$ cat src/design/bmd_pkg.sv
// Types, constants and message helpers shared by the BLE-MIDI packet decoder.
package bmd_pkg;

  typedef enum logic [2:0] {
    PH_HEADER = 3'd0,
    PH_STAMP  = 3'd1,
    PH_STATUS = 3'd2,
    PH_DATA   = 3'd3,
    PH_IGNORE = 3'd4
  } phase_t;

  typedef struct packed {
    logic [1:0] length;
    logic [6:0] data_second;
    logic [6:0] data_first;
    logic [7:0] status;
  } msg_t;

  typedef struct packed {
    logic valid;
    msg_t msg;
  } res_t;

  localparam logic [3:0] HI_NOTE_OFF  = 4'h8;
  localparam logic [3:0] HI_NOTE_ON   = 4'h9;
  localparam logic [3:0] HI_POLY_AT   = 4'hA;
  localparam logic [3:0] HI_CONTROL   = 4'hB;
  localparam logic [3:0] HI_PROGRAM   = 4'hC;
  localparam logic [3:0] HI_CHAN_AT   = 4'hD;
  localparam logic [3:0] HI_PITCH     = 4'hE;

  localparam logic [7:0] SYS_MTC      = 8'hF1;
  localparam logic [7:0] SYS_SONG_POS = 8'hF2;
  localparam logic [7:0] SYS_SONG_SEL = 8'hF3;
  localparam logic [7:0] SYS_TUNE     = 8'hF6;
  localparam logic [7:0] RT_CLOCK     = 8'hF8;
  localparam logic [7:0] RT_START     = 8'hFA;
  localparam logic [7:0] RT_CONT      = 8'hFB;
  localparam logic [7:0] RT_STOP      = 8'hFC;
  localparam logic [7:0] RT_SENSE     = 8'hFE;
  localparam logic [7:0] RT_RESET     = 8'hFF;

  localparam logic [1:0] LEN_ONE   = 2'd1;
  localparam logic [1:0] LEN_TWO   = 2'd2;
  localparam logic [1:0] LEN_THREE = 2'd3;

  function automatic logic is_pair_type(input logic [7:0] st);
    case (st[7:4]) inside
      HI_NOTE_OFF, HI_NOTE_ON, HI_POLY_AT, HI_CONTROL, HI_PITCH: return 1'b1;
      default: return 1'b0;
    endcase
  endfunction

  function automatic logic is_single_type(input logic [7:0] st);
    case (st[7:4]) inside
      HI_PROGRAM, HI_CHAN_AT: return 1'b1;
      default: return 1'b0;
    endcase
  endfunction

  function automatic msg_t make_msg(input logic [7:0] st, input logic [6:0] d1,
                                    input logic [6:0] d2, input logic [1:0] len);
    msg_t m;
    m.status      = st;
    m.data_first  = d1;
    m.data_second = d2;
    m.length      = len;
    return m;
  endfunction

  // Message, if any, given when a run closes with the held status and count.
  function automatic res_t end_run(input logic [7:0] st, input logic [2:0] cnt,
                                   input logic [6:0] d1, input logic [6:0] d2);
    res_t r;
    r.valid = 1'b0;
    r.msg   = make_msg(st, d1, d2, LEN_THREE);
    if (is_pair_type(st)) begin
      r.valid = (cnt <= 3'd2);
    end else if (is_single_type(st)) begin
      r.valid = (cnt == 3'd0);
      r.msg   = make_msg(st, 7'd0, 7'd0, LEN_TWO);
    end else if (cnt <= 3'd2) begin
      case (st) inside
        SYS_SONG_POS: begin
          r.valid = 1'b1;
        end
        SYS_MTC, SYS_SONG_SEL: begin
          r.valid = 1'b1;
          r.msg   = make_msg(st, d1, 7'd0, LEN_TWO);
        end
        SYS_TUNE, RT_CLOCK, RT_START, RT_CONT, RT_STOP, RT_SENSE, RT_RESET: begin
          r.valid = 1'b1;
          r.msg   = make_msg(st, 7'd0, 7'd0, LEN_ONE);
        end
        default: begin
          r.valid = 1'b0;
        end
      endcase
    end
    return r;
  endfunction

endpackage

$ cat src/design/ble_midi_packet_decoder_top.sv
// BLE-MIDI packet decoder: turns packet bytes into MIDI messages.
// One packet byte is taken per cycle when the input is not held off and gives at
// most one MIDI message, which is registered and appears on the output in the
// cycle after the byte is accepted. All decoding of a byte is combinational against
// the held packet state. The input is held off only while a message waits unread in
// the output register, and a new byte is taken in the same cycle as that message
// leaves, so the sustained rate is one byte per cycle whenever the output side keeps up.
module ble_midi_packet_decoder_top (
  input  logic        clk,
  input  logic        rst,
  input  logic        s_axis_tvalid,
  output logic        s_axis_tready,
  input  logic [7:0]  s_axis_tdata,   // packet_byte
  input  logic        s_axis_tlast,   // end_of_packet
  output logic        m_axis_tvalid,
  input  logic        m_axis_tready,
  output logic [23:0] m_axis_tdata    // msg_status, msg_data_first, msg_data_second,
                                      // msg_length
);
  import bmd_pkg::*;

  phase_t     phase, phase_next;
  logic [7:0] held_status, held_status_next;
  logic [2:0] run_count, run_count_next;
  logic [6:0] held_first, held_first_next;
  logic [6:0] held_second, held_second_next;
  logic       out_valid;
  msg_t       out_msg;

  logic       accept;
  logic [7:0] b;
  logic       eop;
  logic [2:0] cnt_inc;
  logic       add_emit;
  msg_t       add_msg;
  res_t       res, end_res;

  assign s_axis_tready = !out_valid || m_axis_tready;
  assign accept        = s_axis_tvalid && s_axis_tready;
  assign b             = s_axis_tdata;
  assign eop           = s_axis_tlast;
  assign m_axis_tvalid = out_valid;
  assign m_axis_tdata  = out_msg;
  assign cnt_inc       = (run_count >= 3'd6) ? 3'd5 : run_count + 3'd1;

  always_comb begin
    phase_next = phase;
    case (phase)
      PH_HEADER: phase_next = PH_STAMP;
      PH_STAMP:  phase_next = PH_STATUS;
      PH_STATUS: phase_next = b[7] ? PH_DATA : PH_IGNORE;
      PH_DATA:   phase_next = b[7] ? PH_STATUS : PH_DATA;
      default:   phase_next = phase;
    endcase
    if (eop) begin
      phase_next = PH_HEADER;
    end
  end

  always_comb begin
    held_status_next = held_status;
    run_count_next   = run_count;
    held_first_next  = held_first;
    held_second_next = held_second;
    add_emit         = 1'b0;
    add_msg          = make_msg(held_status, held_first, held_second, LEN_THREE);
    res              = '0;
    end_res          = '0;
    case (phase)
      PH_STATUS: begin
        if (b[7]) begin
          held_status_next = b;
          run_count_next   = 3'd0;
          held_first_next  = 7'd0;
          held_second_next = 7'd0;
          end_res          = end_run(b, 3'd0, 7'd0, 7'd0);
          res.valid        = eop && end_res.valid;
          res.msg          = end_res.msg;
        end
      end
      PH_DATA: begin
        if (b[7]) begin
          res = end_run(held_status, run_count, held_first, held_second);
        end else begin
          run_count_next = cnt_inc;
          if (is_single_type(held_status)) begin
            add_emit = 1'b1;
            add_msg  = make_msg(held_status, b[6:0], 7'd0, LEN_TWO);
          end else if (!is_pair_type(held_status)) begin
            if (cnt_inc == 3'd1) begin
              held_first_next = b[6:0];
            end else if (cnt_inc == 3'd2) begin
              held_second_next = b[6:0];
            end
          end else if (cnt_inc == 3'd1 || cnt_inc == 3'd5) begin
            held_first_next = b[6:0];
          end else if (cnt_inc == 3'd2) begin
            held_second_next = b[6:0];
          end else if (cnt_inc == 3'd3) begin
            add_emit        = 1'b1;
            held_first_next = b[6:0];
          end else begin
            add_emit         = 1'b1;
            held_second_next = b[6:0];
            add_msg          = make_msg(held_status, held_first, b[6:0], LEN_THREE);
          end
          end_res = end_run(held_status, run_count_next, held_first_next,
                            held_second_next);
          if (add_emit) begin
            res.valid = 1'b1;
            res.msg   = add_msg;
          end else begin
            res.valid = eop && end_res.valid;
            res.msg   = end_res.msg;
          end
        end
      end
      default: begin
        res = '0;
      end
    endcase
  end

  always_ff @(posedge clk) begin
    if (rst) begin
      phase       <= PH_HEADER;
      held_status <= 8'd0;
      run_count   <= 3'd0;
      held_first  <= 7'd0;
      held_second <= 7'd0;
      out_valid   <= 1'b0;
    end else if (accept) begin
      phase       <= phase_next;
      held_status <= held_status_next;
      run_count   <= run_count_next;
      held_first  <= held_first_next;
      held_second <= held_second_next;
      out_valid   <= res.valid;
    end else if (m_axis_tready) begin
      out_valid <= 1'b0;
    end
  end

  always_ff @(posedge clk) begin
    if (accept && res.valid) begin
      out_msg <= res.msg;
    end
  end

endmodule

$ cat config.mk
export PLATFORM = sky130hd
export DESIGN_NAME = ble_midi_packet_decoder_top
export DESIGN_NICKNAME = d
export VERILOG_FILES = /design/src/design/bmd_pkg.sv /design/src/design/ble_midi_packet_decoder_top.sv
export SDC_FILE = /design/constraint.sdc
export NUM_CORES = 1
export LEC_CHECK = 0
export BUFFER_PORTS_ARGS = -buffer_cell sky130_fd_sc_hd__buf_4
export CORE_ASPECT_RATIO = 0.9
export CORE_MARGIN = 3
export CORE_UTILIZATION = 40
export CTS_BUF_LIST = sky130_fd_sc_hd__clkbuf_4
export CTS_CLUSTER_DIAMETER = 100
export DETAILED_ROUTE_END_ITERATION = 7
export GPL_TIMING_DRIVEN = 1
export HOLD_SLACK_MARGIN = 0.03
export MAX_ROUTING_LAYER = met4
export PLACE_DENSITY = 0.55
export SLEW_MARGIN = 20
export SYNTH_ARGS = -nofsm -noshare
export SYNTH_HDL_FRONTEND = slang
export SYNTH_SLANG_ARGS = --single-unit
$ cat constraint.sdc
create_clock -name clk -period 4.9 [get_ports clk]
set_input_delay 0.245 -clock clk [delete_from_list [all_inputs] [get_ports clk]]
set_output_delay 0.245 -clock clk [all_outputs]
set_load 0.005 [all_outputs]
Word level (Yosys, flattened, before mapping):

Index checks and enable logic that the tools add are counted.

* bits in registers: 53
* bits in latches: 0
* memory bits (writable): 0
* memory bits (read-only): 0
* input bits: 13
* output and inout port bits: 26
* word-level logic and storage cells: 178
* memories kept: 0

* add/subtract/negate cells: 1
* multipliers: 0
* divide/modulo/power cells: 0
* $lt $le $gt $ge: 3
* eq/ne operators: 43
* shift-type cells: 0
* multiplexer cells: 97
* bitwise operators: 0
* reduce and logical (&&, ||, !) cells: 24

Operators with widths (count)
* 24-bit 2-to-1 mux: 12
* 25-bit 2-to-1 mux: 8
* 8-bit == test (second input constant): 20
* 7-bit 2-to-1 mux: 16
* 22-bit 2-to-1 mux: 4
* 4-bit == test (second input constant): 14
* 25-bit one-hot mux with 2 select lines: 1
* 1-bit 2-to-1 mux: 46
* 7-bit one-hot mux with 2 select lines: 2
* 23-bit 2-to-1 mux: 1
* 3-bit 2-to-1 mux: 5
* 7-bit OR reduction: 2
* 3-bit by 2-bit == test with 1-bit output (second input constant): 4
* 3-bit one-hot mux with 4 select lines: 1
* 5-bit OR reduction: 2
* 3-bit zero test: 3
* 2-bit OR reduction: 4
* 3-bit by 1-bit == test with 1-bit output (second input constant): 2
* 3-bit by 2-bit <= comparator with 1-bit output (second input constant): 2
* 3-bit one-hot mux with 2 select lines: 1
* 5-bit nonzero test: 1
* 1-bit logical AND: 4
* 2-bit inequality test (second input constant): 2
* 4-bit AND reduction: 1
* other kinds (8): 10

Longest topological paths before layout:

* depth in word-level cells: 23
* mapped depth: 11
* depth with buffers taken out: 9

Worst setup path before layout:

OpenSTA, ideal clock, no wires.

* path kind: register to register
* start: reg run_count[0]
* end: reg out_msg, in the netlist m_axis_tdata[0] (enable)
* setup time: 0.383 ns
* arrival time: 2.492 ns
* data required time: 4.517 ns
* slack: 2.025 ns
* stages on the path, launching flop included: 9
* path buffers: 1
* period minus slack after synthesis: 2.875 ns
* cells stage by stage: dfxtp_1 > buf_2 > inv_1 > ha_1 > nand4bb_4 > a22oi_1 > a311oi_1 > o31ai_1 > and2_1

* longest elaborated chain between the ends: 13
* elaborated cells between the ends (all ways): 30
* classes of those cells: add/sub (1); order compare (3); eq/ne (3); mux (18); reduce/logical (5)

RTL lines
* start: declaration: line ble_midi_packet_decoder_top.sv:24 `logic [2:0] run_count, run_count_next;`
* start signal: assignment: line ble_midi_packet_decoder_top.sv:135 `run_count <= run_count_next;`
* 3-bit by 1-bit adder with 3-bit output or 3-bit >= comparator (tied branches): line ble_midi_packet_decoder_top.sv:44 `assign cnt_inc = (run_count >= 3'd6) ? 3'd5 : run_count + 3'd1;`
* 3-bit 2-to-1 mux: line ble_midi_packet_decoder_top.sv:44
* 3-bit by 2-bit <= comparator with 1-bit output, or another cell as far along: line bmd_pkg.sv:78, bmd_pkg.sv:82
* 25-bit 2-to-1 mux, or another cell as far along: line bmd_pkg.sv:82 `end else if (cnt <= 3'd2) begin`
* 25-bit 2-to-1 mux or 1-bit 2-to-1 mux (tied branches): line bmd_pkg.sv:79, ble_midi_packet_decoder_top.sv:95
* 1-bit 2-to-1 mux, on equally long branches: line bmd_pkg.sv:77, ble_midi_packet_decoder_top.sv:89
* 1-bit 2-to-1 mux, on equally long branches: line ble_midi_packet_decoder_top.sv:82, ble_midi_packet_decoder_top.sv:86
* 1-bit 2-to-1 mux, on equally long branches: line ble_midi_packet_decoder_top.sv:69, ble_midi_packet_decoder_top.sv:82
* 1-bit logical AND or 1-bit 2-to-1 mux (tied branches): line ble_midi_packet_decoder_top.sv:113, ble_midi_packet_decoder_top.sv:69
* 25-bit 2-to-1 mux: line ble_midi_packet_decoder_top.sv:109 `if (add_emit) begin`
* 25-bit 2-to-1 mux (*): line ble_midi_packet_decoder_top.sv:82 `if (b[7]) begin`
* 25-bit one-hot mux with 2 select lines (*): line ble_midi_packet_decoder_top.sv:69 `case (phase)`
* 1-bit logical AND (*): line ble_midi_packet_decoder_top.sv:145 `if (accept && res.valid) begin`
* end signal: assignment: line ble_midi_packet_decoder_top.sv:146 `out_msg <= res.msg;`
* end: declaration: line ble_midi_packet_decoder_top.sv:28 `msg_t out_msg;`

Every way passes the cells marked *; elsewhere a longest branch is shown, timed or not. The select of a mux whose other input is x is not followed.
A chain may end at the register's enable or synchronous reset.

Final worst setup path:

* start: reg run_count[0]
* end: reg out_msg, in the netlist m_axis_tdata[16] (enable)

Same word-level chain as after synthesis.

==> metrics.txt <==
1st-pass router iterations 5; ys async rst share 0%; Crit-path slowest cell dfxtp_1; vias per inst 5.850; Post-Route WL 9507 microns; Via Count 3194; commonest non-fill, non-tap cell in the layout nand2_1; layout cells sized above 1 15.31%; Layout area overhead 12.06%; Setup crit start kind register; io pins 39; clock transition at the registers of the reported paths 0.16 ns; Power Density 195.0 nW/um^2; Max Clk Rate 287.5 MHz; unrepaired setup endpoints after global routing false; Pwr Total 0.0007460 W; placement row count 31; die area 9679 sq um; Lkg Pwr 1.356 nW; r2r startpoint run_count[0]; crit-path max cell delay 0.63 ns; worst skew pair latency 0.38 ns; input/output buffers 38; status complete, no violations; Syn Nets 423; dpl hpwl 6759 microns; Core ar. 8184 sq um; Pins Over Slew Limit 0; critical path type reg -> reg; Post-Syn Area 3413 sq um; Final Skew 0.01980 ns; Synth top area share 21.11%; Post-DRT Antenna Nets 0; Root Driver clkbuf_4; Setup Viol. Count Final 0; Slew Limit Headroom 44.07%; CP Buf/Inv Count 2; Clock Sinks 53; setup TNS 0 ns; worst hold start s_axis_tlast; pin count of the biggest net entering global routing 45; nets 446; VDD IR max 0.08743 mV; CP Launch Point run_count[0]; first-pass GRT wire length 15020 microns; Slew @ Worst Pin 0.8320 ns; Resize count post-CTS 0; Longest Clk Path Bufs 2; Yosys cell types 65; Worst EP arrival 3.57 ns; top post-synthesis cells by area edfxtp_1 21%, dfxtp_1 17%, nand2_1 6.6%; die height 93.64 microns; diode count 0; TritonCTS buffer count 5; synthesized flop and latch total 53; Die Wd 103.4 microns; hold_buf cts 0; 1st-iter DRT viols 237; H-tree depth 2; max cap viols 0; global route overflow 0; final-layout fill cell count 811; Crit path max-delay family compound AO/OA/AOI/OAI gates; Hold Fails Final Rpt 0; commonest cells after routing, fill and taps aside 60 x nand2_1, 40 x buf_4, 37 x a21oi_1; CTS tree done; EDFF count, synth 24; initial antenna violation count 0; WL/cell 17.41 microns; Residual DRC 0; Yosys warning count 0; critical path required time 4.99 ns; crit end category register; Initial Util 41.71%; leading area contributor after synthesis edfxtp_1; period utilization 70.99%; global-route usage over all layers 20.46%; Worst Hold Class in -> reg; final RePlAce weighted congestion 0.8766; fraction of the yosys area taken by sequential cells 38.12%; cell chain of the critical path inv_1, ha_1, nand4bb_4, a22oi_1, a311oi_1, o31ai_1, and2_1, buf_4; crit path max fanout 14; post-route minimum period 3.478 ns; Post-CTS Setup Inserts 0; Synth Instances 407; Mean Syn Cell Area 8.386 sq um; vias in the first global route 2892; Post-synth top flop dfxtp_1
==> report_power, final <==
part / internal (W) / switching, W
registers: 0.000463 / 0.00000442
logic: 0.0000258 / 0.0000446
clock network: 0.0000619 / 0.000147
==> cell families (layout without fill, tap and decap cells) <==
| family | after synthesis | in the layout | synth area share [%] |
|---|---|---|---|
| DFF | 53 | 53 | 38.12 |
| buffers and inverters | 36 | 60 | 4.215 |
| muxes | 12 | 12 | 3.666 |
| and+or+nand+nor | 156 | 156 | 22.98 |
| AOI/OAI and AO/OA | 147 | 147 | 29.91 |
| adders and majority gates | 3 | 3 | 1.100 |
==> final cells by class <==
class	count	area, sq um	share of cell area [%]
clock inverter	2	15.01	0.3925
multi-input combinational	318	1974	51.62
sequential	53	1301	34.02
tap	115	143.9	3.762
clock buffer	6	45.04	1.178
timing repair buffer	40	300.3	7.851
inverter	12	45.04	1.178
==> registers in the layout, summed over array words and instances (netlist names) <==
signal         count
phase              3
m_axis_tdata      24
run_count          3
held_first         7
m_axis_tvalid      1
held_status        8
held_second        7
==> per-layer routing <==
| layer | up-vias | GRT usage [%] | part of all wire, % |
|---|---|---|---|
| li1 | 1554 | - | - |
| met1 | 1515 | 29.08 | 49 |
| met2 | 113 | 29.78 | 43 |
| met3 | 12 | 3.729 | 7.1 |
| met5 | - | - | 0 |
| met4 | 0 | 5.502 | 1.1 |
==> final timing paths <==
kind                                    endpoint  slack (ns)  depth (start not counted)
worst max-delay path            m_axis_tdata[16]        1.42                          8
worst min-delay path                    phase[2]        0.09                          2
worst max register to register  m_axis_tdata[16]        1.42                          8
worst min register to register    held_second[4]        0.50                          2
==> cell usage after synthesis (3+ instances only) <==
library cell	instances
or3_1	3
a22o_1	6
o22a_1	3
o21ai_0	18
a31oi_1	5
nor2b_1	8
a21oi_1	37
nor3_1	10
o22ai_1	5
a21o_1	5
nand2b_1	5
a221oi_1	7
and3_1	7
nor2_1	33
dfxtp_1	29
clkbuf_1	16
o211ai_1	5
edfxtp_1	24
o2bb2ai_1	6
nor3b_1	6
ha_1	3
mux2i_1	8
mux2_1	3
buf_2	7
nand3_1	5
a21boi_1	3
inv_1	11
nand2_1	60
o21ai_1	12
a211oi_1	8
a221oi_2	3
==> stage by stage <==
| step | worst slack, ns | cells | area, sq um | util (%) | hold slack, ns |
|---|---|---|---|---|---|
| 2_1_floorplan | 2.025 | 407 | 3413 | - | 0.3420 |
| 3_3_place_gp | 1.570 | 538 | 3759 | 45.93 | 0.4756 |
| 3_5_place_dp | 1.465 | 538 | 3765 | 46.00 | 0.4797 |
| 4_1_cts | 1.412 | 546 | 3825 | 46.74 | 0.07762 |
| 5_1_grt | 1.166 | 546 | 3825 | 46.74 | 0.06965 |
| 6_report | 1.422 | 546 | 3825 | 46.74 | 0.09406 |
No activity file was read; power rests on OpenSTA's default activity.
